## config.mk

```make
export PLATFORM = sky130hd
export DESIGN_NAME = buzzer_alarm_sequencer_top
export DESIGN_NICKNAME = d
export VERILOG_FILES = /design/src/hdl/bas_pkg.sv /design/src/hdl/bas_cfg_regs.sv /design/src/hdl/bas_debounce.sv /design/src/hdl/bas_sequencer.sv /design/src/hdl/buzzer_alarm_sequencer_top.sv
export SDC_FILE = /design/constraint.sdc
export NUM_CORES = 1
export LEC_CHECK = 0
export BUFFER_PORTS_ARGS = -buffer_cell sky130_fd_sc_hd__buf_2
export CAP_MARGIN = 10
export CORE_ASPECT_RATIO = 0.75
export CORE_MARGIN = 3
export CORE_UTILIZATION = 50
export CTS_BUF_LIST = sky130_fd_sc_hd__clkbuf_4
export CTS_CLUSTER_SIZE = 28
export DETAILED_ROUTE_END_ITERATION = 8
export PLACE_DENSITY = 0.66
export SLEW_MARGIN = 10
export SYNTH_ARGS = -nofsm -noshare
export SYNTH_HDL_FRONTEND = slang
export SYNTH_HIERARCHICAL = 1
export SYNTH_SLANG_ARGS = --single-unit
```

## constraint.sdc

```tcl
create_clock -name clk -period 6.07 [get_ports clk]
set_clock_uncertainty 0.1 [all_clocks]
set_input_delay 1.821 -clock clk [delete_from_list [all_inputs] [get_ports clk]]
set_output_delay 1.821 -clock clk [all_outputs]
set_load 0.03 [all_outputs]
```

## src/hdl/bas_pkg.sv

```systemverilog
// shared types and constants for the buzzer alarm sequencer
// no dependencies; every other file uses this package by scoped names
package bas_pkg;

  // default widths of the timers and the round counter
  localparam int TIME_BITS_DEF  = 16;
  localparam int COUNT_BITS_DEF = 4;

  // configuration port
  localparam int CFG_INDEX_BITS = 3;
  localparam int CFG_DATA_BITS  = 16;

  localparam logic [CFG_INDEX_BITS-1:0] REG_BEEP_COUNT    = 3'd0;
  localparam logic [CFG_INDEX_BITS-1:0] REG_BEEP_ON_TIME  = 3'd1;
  localparam logic [CFG_INDEX_BITS-1:0] REG_BEEP_PERIOD   = 3'd2;
  localparam logic [CFG_INDEX_BITS-1:0] REG_DROP_ROUNDS   = 3'd3;
  localparam logic [CFG_INDEX_BITS-1:0] REG_DROP_ON_TIME  = 3'd4;
  localparam logic [CFG_INDEX_BITS-1:0] REG_DROP_GAP_TIME = 3'd5;
  localparam logic [CFG_INDEX_BITS-1:0] REG_DEBOUNCE_TIME = 3'd6;

  localparam logic [3:0]  BEEP_COUNT_RST    = 4'd3;
  localparam logic [15:0] BEEP_ON_TIME_RST  = 16'd200;
  localparam logic [15:0] BEEP_PERIOD_RST   = 16'd500;
  localparam logic [3:0]  DROP_ROUNDS_RST   = 4'd5;
  localparam logic [15:0] DROP_ON_TIME_RST  = 16'd1000;
  localparam logic [15:0] DROP_GAP_TIME_RST = 16'd500;
  localparam logic [15:0] DEBOUNCE_TIME_RST = 16'd50;

  // item opcodes
  localparam logic [1:0] OP_TICK = 2'd0;
  localparam logic [1:0] OP_DROP = 2'd1;
  localparam logic [1:0] OP_ENV  = 2'd2;

  typedef enum logic [2:0] {
    MODE_IDLE     = 3'd0,
    MODE_BEEP_ON  = 3'd1,
    MODE_BEEP_OFF = 3'd2,
    MODE_DROP_ON  = 3'd3,
    MODE_DROP_GAP = 3'd4
  } mode_t;

  typedef struct packed {
    logic [3:0]  beep_count;
    logic [15:0] beep_on_time;
    logic [15:0] beep_period;
    logic [3:0]  drop_rounds;
    logic [15:0] drop_on_time;
    logic [15:0] drop_gap_time;
    logic [15:0] debounce_time;
  } cfg_t;

  typedef struct packed {
    logic [1:0] op;
    logic       key_level;
  } in_t;

  typedef struct packed {
    logic tone_on;
    logic busy_res;
    logic drop_cancelled;
    logic drop_finished;
  } out_t;

endpackage

```

## src/hdl/bas_cfg_regs.sv

```systemverilog
// configuration register file of the buzzer alarm sequencer
// depends on bas_pkg
module bas_cfg_regs (
  input  logic                                clk,
  input  logic                                rst,
  input  logic                                cfg_valid,
  output logic                                cfg_ready,
  input  logic [bas_pkg::CFG_INDEX_BITS-1:0]  cfg_index,
  input  logic [bas_pkg::CFG_DATA_BITS-1:0]   cfg_data,
  output bas_pkg::cfg_t                       cfg
);

  assign cfg_ready = 1'b1;

  always_ff @(posedge clk) begin
    if (rst) begin
      cfg.beep_count    <= bas_pkg::BEEP_COUNT_RST;
      cfg.beep_on_time  <= bas_pkg::BEEP_ON_TIME_RST;
      cfg.beep_period   <= bas_pkg::BEEP_PERIOD_RST;
      cfg.drop_rounds   <= bas_pkg::DROP_ROUNDS_RST;
      cfg.drop_on_time  <= bas_pkg::DROP_ON_TIME_RST;
      cfg.drop_gap_time <= bas_pkg::DROP_GAP_TIME_RST;
      cfg.debounce_time <= bas_pkg::DEBOUNCE_TIME_RST;
    end else if (cfg_valid && cfg_ready) begin
      unique case (cfg_index)
        bas_pkg::REG_BEEP_COUNT:    cfg.beep_count    <= cfg_data[3:0];
        bas_pkg::REG_BEEP_ON_TIME:  cfg.beep_on_time  <= cfg_data[15:0];
        bas_pkg::REG_BEEP_PERIOD:   cfg.beep_period   <= cfg_data[15:0];
        bas_pkg::REG_DROP_ROUNDS:   cfg.drop_rounds   <= cfg_data[3:0];
        bas_pkg::REG_DROP_ON_TIME:  cfg.drop_on_time  <= cfg_data[15:0];
        bas_pkg::REG_DROP_GAP_TIME: cfg.drop_gap_time <= cfg_data[15:0];
        bas_pkg::REG_DEBOUNCE_TIME: cfg.debounce_time <= cfg_data[15:0];
        default: ;
      endcase
    end
  end

endmodule

```

## src/hdl/bas_debounce.sv

```systemverilog
// cancel key debouncer, stepped once per tick during drop phases
// depends on bas_pkg for the default timer width
module bas_debounce #(
  parameter int TIME_BITS = bas_pkg::TIME_BITS_DEF
) (
  input  logic                 clk,
  input  logic                 rst,
  input  logic                 step,
  input  logic                 key_level,
  input  logic [TIME_BITS-1:0] limit,
  output logic                 press
);

  logic                 armed;
  logic                 latched;
  logic [TIME_BITS-1:0] key_timer;
  logic [TIME_BITS-1:0] key_timer_inc;

  // saturating count
  assign key_timer_inc = (key_timer == '1) ? key_timer : key_timer + TIME_BITS'(1);
  assign press = !latched && key_level && armed && (key_timer_inc >= limit);

  always_ff @(posedge clk) begin
    if (rst) begin
      armed     <= 1'b0;
      latched   <= 1'b0;
      key_timer <= '0;
    end else if (step) begin
      if (!latched) begin
        if (key_level) begin
          if (!armed) begin
            armed     <= 1'b1;
            key_timer <= '0;
          end else begin
            key_timer <= key_timer_inc;
            if (key_timer_inc >= limit) begin
              latched <= 1'b1;
              armed   <= 1'b0;
            end
          end
        end else begin
          armed <= 1'b0;
        end
      end else if (!key_level) begin
        latched <= 1'b0;
      end
    end
  end

endmodule

```

## src/hdl/bas_sequencer.sv

```systemverilog
// pattern state machine: beep and drop phases, held request slot, result forming
// depends on bas_pkg and bas_debounce
module bas_sequencer #(
  parameter int TIME_BITS  = bas_pkg::TIME_BITS_DEF,
  parameter int COUNT_BITS = bas_pkg::COUNT_BITS_DEF
) (
  input  logic          clk,
  input  logic          rst,
  input  logic          fire,
  input  bas_pkg::in_t  item,
  input  bas_pkg::cfg_t cfg,
  output bas_pkg::out_t res
);

  localparam logic [32:0] TIME_MAX  = (33'd1 << TIME_BITS) - 33'd1;
  localparam logic [8:0]  COUNT_MAX = (9'd1 << COUNT_BITS) - 9'd1;

  typedef struct packed {
    logic                  ended;
    logic                  on;
    logic [TIME_BITS-1:0]  t;
    logic [COUNT_BITS-1:0] r;
  } step_t;

  function automatic logic [TIME_BITS-1:0] clip_time(input logic [15:0] v);
    logic [32:0] wide;
    wide = 33'(v);
    if (wide > TIME_MAX) return '1;
    return wide[TIME_BITS-1:0];
  endfunction

  function automatic logic [COUNT_BITS-1:0] clip_count(input logic [3:0] v);
    logic [8:0] wide;
    wide = 9'(v);
    if (wide > COUNT_MAX) return '1;
    return wide[COUNT_BITS-1:0];
  endfunction

  // runs a pattern forward through every phase whose limit is already met;
  // zero-length phases chain, a phase with a nonzero limit entered at zero stops it
  function automatic step_t resolve(input logic                  on,
                                    input logic [TIME_BITS-1:0]  t,
                                    input logic [COUNT_BITS-1:0] r,
                                    input logic [TIME_BITS-1:0]  a,
                                    input logic [TIME_BITS-1:0]  b,
                                    input logic [COUNT_BITS-1:0] n);
    step_t           s;
    logic [COUNT_BITS:0] r1;
    logic [COUNT_BITS:0] r2;
    logic [COUNT_BITS:0] nn;
    s.ended = 1'b0;
    s.on    = on;
    s.t     = t;
    s.r     = r;
    r1      = {1'b0, r} + (COUNT_BITS+1)'(1);
    r2      = r1 + (COUNT_BITS+1)'(1);
    nn      = {1'b0, n};
    if (on) begin
      if (t >= a) begin
        if (r1 >= nn) begin
          s.ended = 1'b1;
        end else if (b != '0) begin
          s.on = 1'b0;
          s.t  = '0;
        end else if (a != '0) begin
          s.t = '0;
          s.r = r1[COUNT_BITS-1:0];
        end else begin
          s.ended = 1'b1;
        end
      end
    end else begin
      if (t >= b) begin
        if (r1 >= nn) begin
          s.ended = 1'b1;
        end else if (a != '0) begin
          s.on = 1'b1;
          s.t  = '0;
          s.r  = r1[COUNT_BITS-1:0];
        end else if (r2 >= nn) begin
          s.ended = 1'b1;
        end else if (b != '0) begin
          s.t = '0;
          s.r = r1[COUNT_BITS-1:0];
        end else begin
          s.ended = 1'b1;
        end
      end
    end
    return s;
  endfunction

  bas_pkg::mode_t        mode, mode_next;
  logic [TIME_BITS-1:0]  phase_timer, phase_timer_next;
  logic [COUNT_BITS-1:0] round_count, round_count_next;
  logic                  held, held_next;
  logic                  drop_held, drop_held_next;

  logic [TIME_BITS-1:0]  beep_on_lim, beep_off_lim, drop_on_lim, drop_gap_lim, deb_lim;
  logic [COUNT_BITS-1:0] nb, nd;
  logic [15:0]           beep_off_raw;

  logic tick, req, drop_req;
  logic is_beep, is_drop, cur_on;
  logic key_step, press, cancel;
  logic [TIME_BITS-1:0]  t_tick;
  logic [TIME_BITS-1:0]  a_cur, b_cur, a_new, b_new;
  logic [COUNT_BITS-1:0] n_cur, n_new;
  step_t res_cur, res_new;
  logic start_drop, idle_after, fin;

  assign beep_off_raw = (cfg.beep_period > cfg.beep_on_time) ?
                        cfg.beep_period - cfg.beep_on_time : 16'd0;
  assign beep_on_lim  = clip_time(cfg.beep_on_time);
  assign beep_off_lim = clip_time(beep_off_raw);
  assign drop_on_lim  = clip_time(cfg.drop_on_time);
  assign drop_gap_lim = clip_time(cfg.drop_gap_time);
  assign deb_lim      = clip_time(cfg.debounce_time);
  assign nb           = clip_count(cfg.beep_count);
  assign nd           = clip_count(cfg.drop_rounds);

  assign tick     = fire && (item.op == bas_pkg::OP_TICK);
  assign drop_req = fire && (item.op == bas_pkg::OP_DROP);
  assign req      = drop_req || (fire && (item.op == bas_pkg::OP_ENV));

  always_comb begin
    unique case (mode)
      bas_pkg::MODE_BEEP_ON:  begin is_beep = 1'b1; is_drop = 1'b0; cur_on = 1'b1; end
      bas_pkg::MODE_BEEP_OFF: begin is_beep = 1'b1; is_drop = 1'b0; cur_on = 1'b0; end
      bas_pkg::MODE_DROP_ON:  begin is_beep = 1'b0; is_drop = 1'b1; cur_on = 1'b1; end
      bas_pkg::MODE_DROP_GAP: begin is_beep = 1'b0; is_drop = 1'b1; cur_on = 1'b0; end
      default:                begin is_beep = 1'b0; is_drop = 1'b0; cur_on = 1'b0; end
    endcase
  end

  assign key_step = tick && is_drop;
  assign cancel   = key_step && press;

  bas_debounce #(
    .TIME_BITS (TIME_BITS)
  ) u_debounce (
    .clk       (clk),
    .rst       (rst),
    .step      (key_step),
    .key_level (item.key_level),
    .limit     (deb_lim),
    .press     (press)
  );

  assign t_tick = (phase_timer == '1) ? phase_timer : phase_timer + TIME_BITS'(1);

  assign a_cur   = is_drop ? drop_on_lim  : beep_on_lim;
  assign b_cur   = is_drop ? drop_gap_lim : beep_off_lim;
  assign n_cur   = is_drop ? nd : nb;
  assign res_cur = resolve(cur_on, t_tick, round_count, a_cur, b_cur, n_cur);

  assign start_drop = drop_held || drop_req;
  assign a_new   = start_drop ? drop_on_lim  : beep_on_lim;
  assign b_new   = start_drop ? drop_gap_lim : beep_off_lim;
  assign n_new   = start_drop ? nd : nb;
  assign res_new = resolve(1'b1, '0, '0, a_new, b_new, n_new);

  always_comb begin
    mode_next        = mode;
    phase_timer_next = phase_timer;
    round_count_next = round_count;
    held_next        = held;
    drop_held_next   = drop_held;
    idle_after       = 1'b0;
    fin              = 1'b0;
    if (fire) begin
      held_next      = held || req;
      drop_held_next = start_drop;
      if (tick) begin
        if (cancel) begin
          mode_next  = bas_pkg::MODE_IDLE;
          fin        = 1'b1;
          idle_after = 1'b1;
        end else if (is_beep || is_drop) begin
          phase_timer_next = res_cur.t;
          round_count_next = res_cur.r;
          if (res_cur.ended) begin
            mode_next  = bas_pkg::MODE_IDLE;
            fin        = is_drop;
            idle_after = 1'b1;
          end else if (is_drop) begin
            mode_next = res_cur.on ? bas_pkg::MODE_DROP_ON : bas_pkg::MODE_DROP_GAP;
          end else begin
            mode_next = res_cur.on ? bas_pkg::MODE_BEEP_ON : bas_pkg::MODE_BEEP_OFF;
          end
        end else begin
          idle_after = 1'b1;
        end
      end else if (req && (mode == bas_pkg::MODE_IDLE)) begin
        idle_after = 1'b1;
      end
      // the held request starts in the same item in which the pattern ends
      if (idle_after && held_next) begin
        held_next        = 1'b0;
        drop_held_next   = 1'b0;
        phase_timer_next = res_new.t;
        round_count_next = res_new.r;
        if ((n_new == '0) || res_new.ended) begin
          mode_next = bas_pkg::MODE_IDLE;
          if (start_drop) fin = 1'b1;
        end else if (start_drop) begin
          mode_next = res_new.on ? bas_pkg::MODE_DROP_ON : bas_pkg::MODE_DROP_GAP;
        end else begin
          mode_next = res_new.on ? bas_pkg::MODE_BEEP_ON : bas_pkg::MODE_BEEP_OFF;
        end
      end
    end
    res.tone_on        = (mode_next == bas_pkg::MODE_BEEP_ON) ||
                         (mode_next == bas_pkg::MODE_DROP_ON);
    res.busy_res       = (mode_next != bas_pkg::MODE_IDLE);
    res.drop_cancelled = cancel;
    res.drop_finished  = fin;
  end

  always_ff @(posedge clk) begin
    if (rst) begin
      mode        <= bas_pkg::MODE_IDLE;
      phase_timer <= '0;
      round_count <= '0;
      held        <= 1'b0;
      drop_held   <= 1'b0;
    end else begin
      mode        <= mode_next;
      phase_timer <= phase_timer_next;
      round_count <= round_count_next;
      held        <= held_next;
      drop_held   <= drop_held_next;
    end
  end

`ifndef SYNTHESIS
  a_cancel_finishes: assert property (@(posedge clk) disable iff (rst)
    res.drop_cancelled |-> res.drop_finished)
    else $error("cancel without finish");

  a_tone_busy: assert property (@(posedge clk) disable iff (rst)
    res.tone_on |-> res.busy_res)
    else $error("tone while not busy");

  a_idle_no_held: assert property (@(posedge clk) disable iff (rst)
    (mode == bas_pkg::MODE_IDLE) |-> !held)
    else $error("request left held while idle");

  a_drop_held_flag: assert property (@(posedge clk) disable iff (rst)
    drop_held |-> held)
    else $error("drop flag without held request");

  a_pulse_needs_item: assert property (@(posedge clk) disable iff (rst)
    !fire |-> !(res.drop_cancelled || res.drop_finished))
    else $error("pulse without an item");
`endif

endmodule

```

## src/hdl/buzzer_alarm_sequencer_top.sv

```systemverilog
// Buzzer alarm sequencer: plays environment beep patterns and drop alarm rounds from
// millisecond tick items, with a debounced cancel key during drop phases. One item is
// taken per clock cycle while the output is not stalled; each item gives one result,
// passing through an input register and a result register with the whole state
// update between them. The output register holds a result under stall while the next
// item is taken. No clearing pass after reset.
// depends on bas_pkg, bas_cfg_regs, bas_sequencer
module buzzer_alarm_sequencer_top #(
  parameter int TIME_BITS  = bas_pkg::TIME_BITS_DEF,
  parameter int COUNT_BITS = bas_pkg::COUNT_BITS_DEF
) (
  input  logic                               clk,
  input  logic                               rst,
  input  logic                               in_valid,
  output logic                               in_stall,
  input  bas_pkg::in_t                       in_data,
  output logic                               out_valid,
  input  logic                               out_stall,
  output bas_pkg::out_t                      out_data,
  input  logic                               cfg_valid,
  output logic                               cfg_ready,
  input  logic [bas_pkg::CFG_INDEX_BITS-1:0] cfg_index,
  input  logic [bas_pkg::CFG_DATA_BITS-1:0]  cfg_data
);

  bas_pkg::cfg_t cfg;
  bas_pkg::in_t  in_reg;
  logic          in_reg_valid;
  bas_pkg::out_t res;
  logic          fire;

  // the item in the input register is processed when the result register frees up
  assign fire     = in_reg_valid && (!out_valid || !out_stall);
  assign in_stall = in_reg_valid && !fire;

  bas_cfg_regs u_cfg (
    .clk       (clk),
    .rst       (rst),
    .cfg_valid (cfg_valid),
    .cfg_ready (cfg_ready),
    .cfg_index (cfg_index),
    .cfg_data  (cfg_data),
    .cfg       (cfg)
  );

  bas_sequencer #(
    .TIME_BITS  (TIME_BITS),
    .COUNT_BITS (COUNT_BITS)
  ) u_seq (
    .clk  (clk),
    .rst  (rst),
    .fire (fire),
    .item (in_reg),
    .cfg  (cfg),
    .res  (res)
  );

  always_ff @(posedge clk) begin
    if (rst) begin
      in_reg_valid <= 1'b0;
    end else if (in_valid && !in_stall) begin
      in_reg_valid <= 1'b1;
    end else if (fire) begin
      in_reg_valid <= 1'b0;
    end
  end

  always_ff @(posedge clk) begin
    if (in_valid && !in_stall) begin
      in_reg <= in_data;
    end
  end

  always_ff @(posedge clk) begin
    if (rst) begin
      out_valid <= 1'b0;
    end else if (fire) begin
      out_valid <= 1'b1;
    end else if (!out_stall) begin
      out_valid <= 1'b0;
    end
  end

  always_ff @(posedge clk) begin
    if (fire) begin
      out_data <= res;
    end
  end

endmodule
```

=== Word level (Yosys, flattened, before mapping) ===
Cells that the tools add are included.

* Magnitude comparators: 8
* Reduce and logical (&&, ||, !) cells: 53
* $mul: 0
* Add/sub/neg operators: 5
* Bitwise operators: 1
* Div/mod/pow operators: 0
* Equal/unequal tests: 23
* Multiplexer cells: 89
* Shifts and indexed selects: 0

{| class="wikitable"
|+ Operators with widths
! operator !! number
|-
| 16-bit 2-to-1 mux || 14
|-
| 22-bit 2-to-1 mux || 4
|-
| 20-bit 2-to-1 mux || 4
|-
| 16-bit nonzero test || 4
|-
| 21-bit 2-to-1 mux || 3
|-
| 16-bit greater-or-equal comparator || 3
|-
| 1-bit 2-to-1 mux || 43
|-
| 3-bit 2-to-1 mux || 11
|-
| 16-bit by 1-bit adder with 16-bit output, second input constant || 2
|-
| 16-bit == test, second input constant || 2
|-
| 4-bit 2-to-1 mux || 8
|-
| 1-bit by 16-bit greater-or-equal comparator with 1-bit output, first input constant || 1
|-
| 16-bit > comparator || 1
|-
| 2-bit AND reduction || 8
|-
| 16-bit subtractor || 1
|-
| 3-bit by 2-bit == test with 1-bit output, second input constant || 5
|-
| 1-bit logical AND || 13
|-
| 3-bit == test, second input constant || 4
|-
| 11-bit AND reduction || 1
|-
| 5-bit by 4-bit greater-or-equal comparator with 1-bit output || 2
|-
| 3-bit by 1-bit == test with 1-bit output, second input constant || 3
|-
| 3-bit inequality test, second input constant || 3
|-
| 3-bit nonzero test || 3
|-
| 1-bit logical OR || 7
|-
| 18 further kinds || 29
|}

* Bits in latches: 0
* Memory bits (read-only): 0
* Memory bits (writable): 0
* Flip-flop bits (word level): 140
* Memories kept: 0
* Word-level logic and storage cells: 202
* Input bits: 27
* Output and inout bits: 7

=== Logic depth before layout (Yosys ltp) ===
Gate-level depths: netlist of run 1.

* Depth in word-level cells: 21
* Depth in mapped cells: 26
* Mapped depth without buffers: 25

=== Hierarchy ===
Netlist of run 1, hierarchy kept.

{| class="wikitable"
|+ Modules (own cells, without submodules)
! module !! area each (µm²) !! sequential area each (µm²) !! instances !! cells each
|-
| bas_sequencer || 4824.6 || 500.5 || 1 || 690
|-
| bas_cfg_regs || 3589.7 || 1761.7 || 1 || 330
|-
| bas_debounce || 1629.1 || 360.3 || 1 || 219
|-
| buzzer_alarm_sequencer_top || 296.5 || 250.2 || 1 || 17
|}

=== Worst setup path before layout of run 1 ===
Ideal clock, no wire load.

* Path type: register to register
* From: register u_cfg/cfg[80] (netlist name)
* To: register out_data[3] (netlist name), data pin
* Cell stages (with the launch flop): 23
* Data arrival time: 4.813 ns
* Period minus slack after synthesis: 5.168 ns
* Library setup time: 0.255 ns
* Required time: 5.715 ns
* Path slack: 0.902 ns
* Buffers on the path: 2
* Cells stage by stage: dfxtp_1 > inv_1 > ha_1 > clkbuf_1 > nand4_1 > or3_1 > or4_1 > o21ai_1 > clkbuf_1 > nor3b_1 > a21oi_1 > ha_1 > a21oi_1 > o21ai_0 > a221oi_1 > or2_2 > nand2_1 > o21ai_0 > nand2_1 > a21oi_1 > a211oi_1 > or3_1 > and3b_1

{| class="wikitable"
|+ RTL lines
! what !! line !! source
|-
| end signal: assignment || buzzer_alarm_sequencer_top.sv:86 || <nowiki>out_data <= res;</nowiki>
|-
| end: declaration || buzzer_alarm_sequencer_top.sv:19 || <nowiki>output bas_pkg::out_t out_data,</nowiki>
|}

=== Worst setup path in the final report of run 1 ===
* From: register u_cfg/cfg[81] (netlist name)
* To: register u_seq.mode[2]

* Longest elaborated chain between the ends: 18
* Elaborated cells on any way between the ends: 51
* Those cells by class: 1 x add/sub; 4 x order compare; 40 x mux; 6 x reduce/logical

{| class="wikitable"
|+ Ends and longest elaborated chain
! what !! line !! source
|-
| parallel branches: the longest is 16 deep, another holds 16-bit subtractor || - ||
|-
| 3-bit 2-to-1 mux (*) || bas_sequencer.sv:198 || <nowiki>if (idle_after && held_next) begin</nowiki>
|-
| 3-bit 2-to-1 mux (*) || bas_sequencer.sv:171 || <nowiki>if (fire) begin</nowiki>
|-
| end signal: assignment || bas_sequencer.sv:222 || <nowiki>mode <= bas_pkg::MODE_IDLE;</nowiki>
|-
| end signal: assignment || bas_sequencer.sv:228 || <nowiki>mode <= mode_next;</nowiki>
|-
| end: declaration || bas_sequencer.sv:93 || <nowiki>bas_pkg::mode_t mode, mode_next;</nowiki>
|}

Mark *: on every way between the ends. The select of a mux whose other input is x is not followed.
A chain may end at the register's enable or synchronous reset.

==> run_results.csv, run 1 <==
group,metric,value,unit
critical_path,r2r_setup_slack,360,ps
hold_path,hold_end,"u_cfg/cfg[8]",
global_route,grt_first_pass_wirelength,45400,microns
yosys,synth_top_area_share,25.8,%
place,place_area,0.0106,sq mm
place,port_buffers,32,
critical_path,path_class,"reg -> reg",
layout,final_cell_mix,"dfxtp_1 (133), a21oi_1 (105), nor2_1 (97), nand2_1 (97), mux2i_1 (95)",
floorplan,io_pins,34,
clock_network,cts_tree,"done",
layout,multiInputGateArea,0.00690,sq mm
pwr,vdd_drop_max,186,uV
layout,top_regs,"u_cfg/cfg x88, u_seq/phase_timer x16, u_seq/u_debounce/key_timer x16",
sta,worstMarginPinSlew,1190,ps
clock_network,cts_root_buffer,"clkbuf_4",
layout,final_area,0.0109,sq mm
yosys,yosysTopAreaCell,"dfxtp_1",
hold_path,hold_depth,2,
yosys,ys_warn_count,6,
yosys,ys_seq_area_share,27.8,%
layout,seqCellArea,0.00287,sq mm
clock_network,clkSlewWorstSetupHoldPaths,140,ps
sta,fmax,175,MHz
floorplan,rows,44,
global_route,grt_pass1_vias,8160,
critical_path,reg2reg_depth,21,
clock_network,hold_buffers,0,
route,num_vias,9310,
layout,fin_cells,1521,
layout,drive_above_1_share,8.91,%
yosys,synth_top_flop_cell,"dfxtp_1",
sta,finalSetupViolCount,0,
clock_network,cts-htree-levels,4,
critical_path,worst_ep_required_time,6420,ps
clock_network,cts_buffers,17,
run_status,status,"finished clean",
layout,largest_reg_flops,88,
floorplan,die_w,172,microns
sta,finalMaxSlewViolations,0,
route,routed_via_density,6.12,
global_route,grt_remaining_overflow,0,
pwr,clkPwrFrac,32.3,%
critical_path,cp_num_buf_inv,2,
route,drt_iter0_markers,1067,
route,ant_nets,0,
pwr,power_frac_seq,50.2,%
place,gp_congestion,0.918,
critical_path,endpoint_kind,"flop",
critical_path,crit_path_frequent_cell,"a21oi_1",
pwr,comb_power_share,17.5,%
floorplan,coreArea,0.0198,sq mm
global_route,track_usage,26.0,%
yosys,synthArstFlopShare,0,%
place,dp_hpwl,22200,microns
critical_path,r2r-end,"u_seq/mode[2]",
yosys,synth_seq_cells,140,
critical_path,worstPathCellList,"inv_1 -> ha_1 -> nand4_1 -> or3_1 -> or4_1 -> o21ai_1 -> buf_4 -> nor3b_1 -> a21oi_1 -> ha_1 -> a21oi_1 -> o21ai_0 -> a221oi_2 -> or2_2 -> nand2_1 -> o21ai_0 -> nand2_1 -> a21oi_1 -> a211oi_1 -> or3_1 -> a21oi_1",
critical_path,start_kind,"flop",
sta,post-route-period-util,94.1,%
hold_path,hold_path_startpoint,"u_cfg/cfg[8]",
route,dr.pass1.iters,6,
sta,relSlewSlack,20.0,%
critical_path,path_delay_family,"simple AND/OR/NAND/NOR gates",
pwr,p_leak,4.52,nW
critical_path,critPathMaxFanout,18,
route,wl_per_cell,19.1,microns
critical_path,cp_slowest_stage_delay,550,ps
layout,syn_to_final_growth,5.38,%
floorplan,die_h,131,microns
pwr,p_total,0.00191,W
place,dp.cells,1490,
yosys,synth_fp_nets,1364,
critical_path,slowest_stage,"or4_1",
clock_network,cts.path.max_buffers,2,
global_route,grt_max_degree,84,
yosys,syn_area_per_cell,8.23,sq um
yosys,synth_area,0.0103,sq mm
critical_path,timing.rr.start,"u_cfg/cfg[81]",
sta,period_needed,5710,ps
route,drc_errors,0,
layout,fin_nets,1364,
hold_path,hold_class,"reg -> reg",
pwr,p_per_area,176,mW/mm^2
layout,fillCellCount,1876,
yosys,netlist_instances,1256,
layout,regMostFlops,"u_cfg/cfg",
floorplan,die_area,0.0225,sq mm
route,wl,29000,microns
pwr,p_int,0.00132,W
layout,final_common_cell,"dfxtp_1",
sta,hold_viol_final,0,
yosys,synth_edf_count,7,
pwr,netSwitchingFraction,31.0,%
pwr,p_sw,0.000594,W
floorplan,initial_utilization,52.2,%
critical_path,critical_path_arrival,6060,ps
clock_network,insertion_delay,570,ps
yosys,synth_cell_type_count,92,
yosys,synth_area_leaders,"dfxtp_1 (26%), ha_1 (9.7%), mux2i_1 (9.3%), nand2b_1 (5.2%), a21oi_1 (5.1%)",
clock_network,cts_sinks,140,
job,drv_cap,0,
global_route,antenna_found_initial,0,
layout,diodes,0,
## per-stage QoR
step	util [%]	hold WS, ps	setup WS, ps	setup TNS (ps)
after floorplan	-	345	902	0
after global placement	53.5	359	495	0
after detailed placement	53.5	366	357	0
after CTS	54.9	390	299	0
after global routing	55.0	407	-31.4	-31.4
final	55.0	388	359	0
## cells by family after synthesis
| kind of cell | synth area share (%) |
|---|---|
| DFF | 27.8 |
| buffers and inverters | 5.74 |
| xor gates and xnor gates | 2.88 |
| other | 0.0363 |
| muxes | 9.66 |
| adders and majority gates | 9.87 |
| AOI/OAI and AO/OA | 18.2 |
| and+or+nand+nor | 25.8 |
## cell type report
class	instances	share of cell area [%]
multi-input combinational	989	63.3
inverter	57	1.96
clock buffer	18	1.24
tap	253	2.91
sequential	140	26.4
clock inverter	13	1.31
timing repair buffer	51	2.92
## power by group through the flow
stage	registers (W)	logic, W	clock network, W
floorplan	0.000978	0.000236	0
global route	0.000963	0.000365	0.000669
CTS	0.000960	0.000327	0.000642
detailed placement	0.000981	0.000325	0
global placement	0.000980	0.000322	0
finish	0.000960	0.000334	0.000619
## tightest hold or removal path: cells and delay by family, from the launching register on
family	cells	cell delay, ps
multiplexers	1	60
flip-flops	1	330
AND/OR/NAND/NOR	1	60
## cell usage after synthesis (12+ instances only)
| cell | count |
|---|---|
| nand3_1 | 29 |
| nor4_1 | 15 |
| o21ai_0 | 40 |
| nor2b_1 | 16 |
| nor3_1 | 30 |
| o21a_1 | 12 |
| a211oi_1 | 12 |
| clkbuf_1 | 33 |
| mux2i_1 | 96 |
| a21o_1 | 12 |
| nand2b_1 | 86 |
| inv_1 | 56 |
| nor2_1 | 98 |
| nand2_1 | 97 |
| xnor2_1 | 21 |
| nor3b_1 | 17 |
| dfxtp_1 | 133 |
| a21oi_1 | 105 |
| nand4_1 | 20 |
| buf_2 | 15 |
| xor2_1 | 13 |
| ha_1 | 80 |
| a31oi_1 | 14 |
## layer usage
metal  wire [microns]  global-route usage (%)  vias up
li1                 -                       -     4547
met1            14600                    41.0     4399
met2            11500                    35.1      336
met3             2610                    6.08       28
met4              336                    5.91        0
met5                0                       0        -
## worst max path at each step
stage	from	to	slack (ps)	cells after the start
3_5_place_dp	u_cfg/cfg[81]	u_seq/phase_timer[2]	360	21
4_1_cts	u_cfg/cfg[81]	u_seq/phase_timer[2]	300	21
5_1_grt	u_cfg/cfg[81]	u_seq/phase_timer[2]	-30	21
3_3_place_gp	u_cfg/cfg[81]	u_seq/phase_timer[2]	490	21
6_report	u_cfg/cfg[81]	u_seq/mode[2]	360	21
2_1_floorplan	u_cfg/cfg[80]	out_data[3]	900	22
## what timing repair did
action	in CTS	in global routing
resized for setup	0	3
setup endpoints to repair	0	17
setup buffers	0	0
Power figures use the tool's default switching activity.
==> run 2: changes to the inputs <==
Settings changed: ABC_AREA set to 1, ABC_CLOCK_PERIOD_IN_PS set to 6070, GPL_ROUTABILITY_DRIVEN set to 0.
==> run 2 against run 1 <==
Compared with the run above: area after synthesis shrank 0.16%; utilization down 0.27 points; hold slack lost 5.8 ps; final cell count up 22%; global-route usage increased by 1.4 points; fmax rose by 16%.
==> run_results.csv, run 2 <==
group,metric,value,unit
yosys,synth_most_common_cell,"nand2_1",
layout,drive_above_1_share,10.8,%
route,dr.pass1.iters,6,
yosys,ys_warn_count,6,
sta,relSlewSlack,23.9,%
sta,fin_tns_setup,0,ps
global_route,grt_max_degree,66,
clock_network,cts-htree-levels,4,
critical_path,cp_slowest_stage_delay,430,ps
global_route,grt_remaining_overflow,0,
critical_path,slowest_stage,"dfxtp_1",
run_status,status,"finished clean",
sta,worstMarginPinSlew,1140,ps
critical_path,cp_num_buf_inv,3,
layout,largest_reg_flops,88,
layout,fin_nets,1696,
yosys,synth_compound_area_share,8.31,%
route,ant_nets,0,
clock_network,cts_buffers,17,
yosys,synth_fp_nets,1690,
clock_network,post_cts_resized,0,
clock_network,hold_buffers,0,
clock_network,insertion_delay,570,ps
clock_network,post_cts_buffers,0,
layout,syn_to_final_growth,5.03,%
route,drt_iter0_markers,1176,
clock_network,clkSlewWorstSetupHoldPaths,150,ps
yosys,synthXorXnorAreaFrac,2.29,%
clock_network,cts.path.max_buffers,2,
route,routed_via_density,5.46,
yosys,synth_common_cells,"nand2_1 (421), nor2_1 (203), inv_1 (178)",
job,drv_cap,0,
clock_network,cts_sinks,140,
yosys,netlist_instances,1582,
yosys,synth_adder_area_share,9.89,%
floorplan,coreArea,0.0198,sq mm
yosys,yosysTopAreaCell,"dfxtp_1",
global_route,grt_first_pass_wirelength,48200,microns
global_route,track_usage,27.3,%
sta,period_needed,4910,ps
yosys,synth_cell_type_count,53,
global_route,antenna_found_initial,1,
sta,finalSetupViolCount,0,
layout,final_cell_mix,"nand2_1 (420), nor2_1 (202), inv_1 (178)",
yosys,synth_top_family_by_area,"simple AND/OR/NAND/NOR gates",
floorplan,io_pins,34,
place,port_buffers,32,
layout,regMostFlops,"u_cfg/cfg",
clock_network,cts_tree,"done",
route,wl,29800,microns
critical_path,path_delay_family,"simple AND/OR/NAND/NOR gates",
sta,fmax,204,MHz
yosys,synth_area,0.0103,sq mm
critical_path,endpoint_kind,"flop",
pwr,p_leak,5.29,nW
floorplan,initial_utilization,52.1,%
layout,top_regs,"u_cfg/cfg x88, u_seq/phase_timer x16, u_seq/u_debounce/key_timer x16",
critical_path,critPathMaxFanout,28,
floorplan,rows,44,
yosys,synth_area_leaders,"dfxtp_1 (26%), nand2_1 (15%), ha_1 (9.7%), nand3_1 (7.5%), nor2_1 (7.4%)",
sta,post-route-period-util,80.9,%
yosys,synth_top_flop_cell,"dfxtp_1",
critical_path,start_kind,"flop",
layout,final_common_cell,"nand2_1",
layout,utilization,54.7,%
route,drc_errors,0,
critical_path,path_class,"reg -> reg",
layout,fillCellCount,2036,
floorplan,die_h,130,microns
yosys,ys_seq_area_share,27.8,%
floorplan,die_w,172,microns
sta,finalMaxSlewViolations,0,
clock_network,cts_root_buffer,"clkbuf_4",
pwr,p_per_area,199,mW/mm^2
hold_path,hold_class,"reg -> reg",
yosys,synthSimpleGateAreaFrac,40.8,%
yosys,synth.area.mux_share,0.291,%
global_route,grt_pass1_vias,9030,
sta,hold_viol_final,0,
critical_path,worst_ep_required_time,6430,ps
sta,rsz0062_at_grt,"false",
yosys,synth_seq_cells,140,
place,dp_hpwl,22900,microns
yosys,synth_edf_count,7,
route,wl_per_cell,16.1,microns
floorplan,die_area,0.0224,sq mm
sta,whs,382,ps
yosys,synthArstFlopShare,0,%
pwr,vdd_drop_max,167,uV
yosys,synth_top_area_share,25.8,%
critical_path,critical_path_arrival,5270,ps
route,num_vias,10100,
yosys,syn_area_per_cell,6.53,sq um
[run 2: stage by stage]
stage               cells  area, sq um  setup slack, ps  power [W]
finish               1855        10800             1160    0.00216
global route         1855        10800              608    0.00228
CTS                  1854        10800             1250    0.00217
detailed placement   1822        10500             1200    0.00144
global placement     1822        10500             1220    0.00144
floorplan            1582        10300             1950    0.00133
[run 2: layout make-up]
type | instances | area (sq um) | area share (%)
multi-input combinational | 1196 | 6360 | 58.7
sequential | 140 | 2870 | 26.5
inverter | 194 | 728 | 6.72
tap | 253 | 317 | 2.92
clock inverter | 15 | 218 | 2.01
timing repair buffer | 39 | 213 | 1.96
clock buffer | 17 | 128 | 1.18
antenna | 1 | 2.50 | 0.0231
[run 2: layer usage]
layer  up-vias  share of wire (%)  track usage (%)  wire length (microns)
met5         -                  0                0                      0
met4         0                1.0             5.58                    311
met3        29                9.4             5.56                   2800
met2       377                 40             38.9                  12000
met1      4596                 49             42.5                  14800
li1       5124                  -                -                      -
[run 2: report_power, final]
part	internal, W	leakage (nW)	switching, W
registers	0.000953	1.15	0.0000230
clock network	0.000311	0.186	0.000414
logic	0.000143	3.96	0.000316
total	0.00141	5.29	0.000753
[run 2: final timing paths]
check,from,endpoint,slack (ps),depth (start not counted)
setup / recovery,u_seq/phase_timer[0],u_seq/phase_timer[11],1160,26
hold / removal,u_cfg/cfg[1],u_cfg/cfg[1],380,2
setup reg to reg,u_seq/phase_timer[0],u_seq/phase_timer[11],1160,26
hold reg to reg,u_cfg/cfg[1],u_cfg/cfg[1],380,2
[run 2: worst register-to-register path, stage by stage (launching register included)]
cell	delay (ps)
dfxtp_1	430
ha_1	250
and3_1	240
nand3_1	120
nor4_1	260
nand3_1	110
nor4_1	430
nor2_1	100
xor2_1	340
ha_1	320
a21oi_1	170
o21ai_0	100
nand2_1	70
o211ai_1	120
nand2_1	90
nand3_1	130
nor2_1	150
inv_1	70
nand2_1	50
inv_1	50
nand3_2	110
nand2_2	90
nand3_2	230
buf_4	330
nand2_2	130
o21ai_0	170
nor2_1	60
[run 2: cells by family (layout without fill, tap and decap cells)]
| kind of cell | Yosys count | after routing |
|---|---|---|
| muxes | 3 | 3 |
| DFF | 140 | 140 |
| AOI/OAI and AO/OA | 152 | 152 |
| buffers and inverters | 246 | 265 |
| and+or+nand+nor | 932 | 932 |
| other | 1 | 2 |
| xor gates and xnor gates | 27 | 27 |
| adders and majority gates | 81 | 81 |
==> run 3: changes to the inputs <==
Settings changed: ABC_AREA 1 to 0, ABC_CLOCK_PERIOD_IN_PS 6070 to 4210, PLACE_DENSITY 0.66 to 0.69.
Clock period 6.07 ns to 4.21 ns, I/O delays scaled along.
==> run 3 against run 2 <==
Compared with the run above: power rose by 34%; combinational power up 57%; the flow now finishes with violations (setup timing); setup slack worse by 1800 ps; critical path depth is 5 lower; largest power group unchanged; count of clock-buffer cells in the layout is 2 higher; sequential share of layout area fell by 5.4 points; hold slack better by 7.6 ps; die area up 0.15%; utilization up 15 points; non-clock buffer count grew 268; final area increased by 27%; flip-flop and latch count is the same.
==> run_results.csv, run 3 (same netlist as run 1, synthesis figures left out) <==
group,metric,value,unit
route,num_vias,10700,
pwr,p_int,0.00194,W
global_route,grt_pass1_vias,9905,
sta,finalSetupViolCount,28,
critical_path,cp_slowest_stage_delay,530,ps
route,drt_iter0_markers,1010,
route,dr.pass1.iters,5,
clock_network,cts_root_buffer,"clkbuf_4",
critical_path,critical_path_arrival,5080,ps
global_route,track_usage,29.2,%
critical_path,critPathMaxFanout,5,
layout,final_common_cell,"buf_4",
clock_network,cts-htree-levels,4,
sta,worstMarginPinSlew,899,ps
critical_path,cp_num_buf_inv,3,
layout,utilization,69.6,%
critical_path,worst_ep_required_time,4450,ps
hold_path,hold_class,"reg -> reg",
sta,finalMaxSlewViolations,0,
sta,rsz0062_at_grt,"true",
critical_path,r2r_setup_slack,-640,ps
route,wl,33800,microns
pwr,comb_power_share,24.9,%
floorplan,rows,44,
clock_network,cts.path.max_buffers,2,
clock_network,cts_sinks,140,
route,ant_nets,0,
layout,top_regs,"u_cfg/cfg x88, u_seq/phase_timer x16, u_seq/u_debounce/key_timer x16",
pwr,clkPwrFrac,27.3,%
sta,relSlewSlack,40.1,%
layout,fin_nets,1622,
place,port_buffers,32,
floorplan,die_h,131,microns
place,dp_hpwl,24800,microns
critical_path,start_kind,"flop",
pwr,netSwitchingFraction,33.0,%
floorplan,coreArea,0.0198,sq mm
clock_network,clkSlewWorstSetupHoldPaths,140,ps
run_status,status,"finished with violations",
critical_path,endpoint_kind,"flop",
critical_path,path_class,"reg -> reg",
route,wl_per_cell,19.0,microns
pwr,vdd_drop_max,266,uV
floorplan,io_pins,34,
pwr,power_frac_seq,47.8,%
route,routed_via_density,6.00,
pwr,p_sw,0.000955,W
global_route,antenna_found_initial,1,
layout,drive_above_1_share,34.3,%
floorplan,initial_utilization,52.2,%
global_route,grt_max_degree,96,
pwr,p_per_area,210,mW/mm^2
run_status,failed_checks,"setup timing",
layout,syn_to_final_growth,33.4,%
route,drc_errors,0,
critical_path,path_delay_family,"simple AND/OR/NAND/NOR gates",
clock_network,cts_tree,"done",
place,dp_slack,-599,ps
critical_path,worstPathCellList,"nand4_1 -> buf_4 -> or4_4 -> or2_4 -> buf_4 -> a21oi_2 -> ha_2 -> o21ai_1 -> a2111o_1 -> o32a_1 -> nand2_2 -> and3_4 -> a211oi_4 -> nor2_2 -> nor2_4 -> a31oi_2 -> a21o_1 -> buf_4 -> o31a_1 -> nand2_1 -> and3b_1",
clock_network,cts_buffers,17,
critical_path,crit_path_frequent_cell,"buf_4",
critical_path,slowest_stage,"or4_4",
global_route,grt_remaining_overflow,0,
layout,final_cell_mix,"buf_4 (257), dfxtp_1 (110), mux2i_1 (95)",
layout,regMostFlops,"u_cfg/cfg",
floorplan,die_w,172,microns
global_route,grt_first_pass_wirelength,51500,microns
pwr,p_leak,5.94,nW
clock_network,insertion_delay,590,ps
sta,period_needed,4850,ps
job,drv_cap,0,
layout,largest_reg_flops,88,
sta,hold_viol_final,0,
sta,post-route-period-util,115,%
sta,timing.final.ws_setup,-636,ps
sta,fmax,206,MHz
layout,fillCellCount,1512,
floorplan,die_area,0.0225,sq mm
[run 3: changes by cell type in the layout (fill, tap and decap cells not counted), sizes merged, moves of 93 or more]
cell	before	now
nand2	453	97
buf	39	307
inv	203	61
nand3	164	31
nor2	221	99
mux2i	3	96
[run 3: power groups by stage]
stage	sequential (W)	clock, W	combinational (W)
after floorplan	0.00141	0	0.000364
after global placement	0.00141	0	0.000571
after detailed placement	0.00141	0	0.000581
after CTS	0.00138	0.000806	0.000641
after global routing	0.00139	0.000861	0.000770
final	0.00138	0.000788	0.000720
[run 3: per-stage QoR]
step	total power, W	hold WS, ps	cells	TNS (ps)	cell area [sq um]
floorplan	0.00177	348	1256	-3000	10600
global placement	0.00198	363	1712	-10640	12500
detailed placement	0.00199	367	1712	-12350	12500
CTS	0.00283	388	1771	-9000	13300
global route	0.00302	405	1781	-17550	13800
finish	0.00289	389	1781	-13180	13800
[run 3: routing by layer]
layer	routed length [microns]	up-vias	global-route usage [%]
li1	-	5078	-
met1	15800	5083	42.5
met2	14100	466	43.1
met3	3090	64	7.55
met4	699	0	7.37
met5	0	-	0
[run 3: timing repair]
action / 4_1_cts / 5_1_grt
pin swaps: 55 / 41
hold buffers: 0 / 0
endpoints found under the setup margin: 28 / 28
resized for setup: 87 / 89
cloned: 2 / 0
buffers inserted: 27 / 10
[run 3: final timing paths]
check                               endpoint  cells after the start                     startpoint
worst min register to register  u_cfg/cfg[6]                      2                   u_cfg/cfg[6]
worst min-delay path            u_cfg/cfg[6]                      2                   u_cfg/cfg[6]
worst max register to register   out_data[3]                     21  u_seq/u_debounce/key_timer[7]
worst max-delay path             out_data[3]                     21  u_seq/u_debounce/key_timer[7]
[run 3: worst register-to-register path, stage by stage (launching register included)]
cell and delay (ps):
dfxtp_2 350, nand4_1 160, buf_4 170, or4_4 530
or2_4 310, buf_4 140, a21oi_2 150, ha_2 210
o21ai_1 80, a2111o_1 410, o32a_1 430, nand2_2 100
and3_4 220, a211oi_4 70, nor2_2 160, nor2_4 70
a31oi_2 220, a21o_1 130, buf_4 130, o31a_1 190
nand2_1 100, and3b_1 190
[run 3: cell type report]
| type | count | area, sq um | share of cell area (%) |
|---|---|---|---|
| multi-input cells | 991 | 7810 | 56.6 |
| well taps | 253 | 317 | 2.30 |
| diodes | 1 | 2.50 | 0.0181 |
| clock inverters | 13 | 93.8 | 0.680 |
| repair buffers | 307 | 2300 | 16.7 |
| inverters | 57 | 216 | 1.57 |
| flip-flops and latches | 140 | 2910 | 21.1 |
| clock buffers | 19 | 143 | 1.03 |
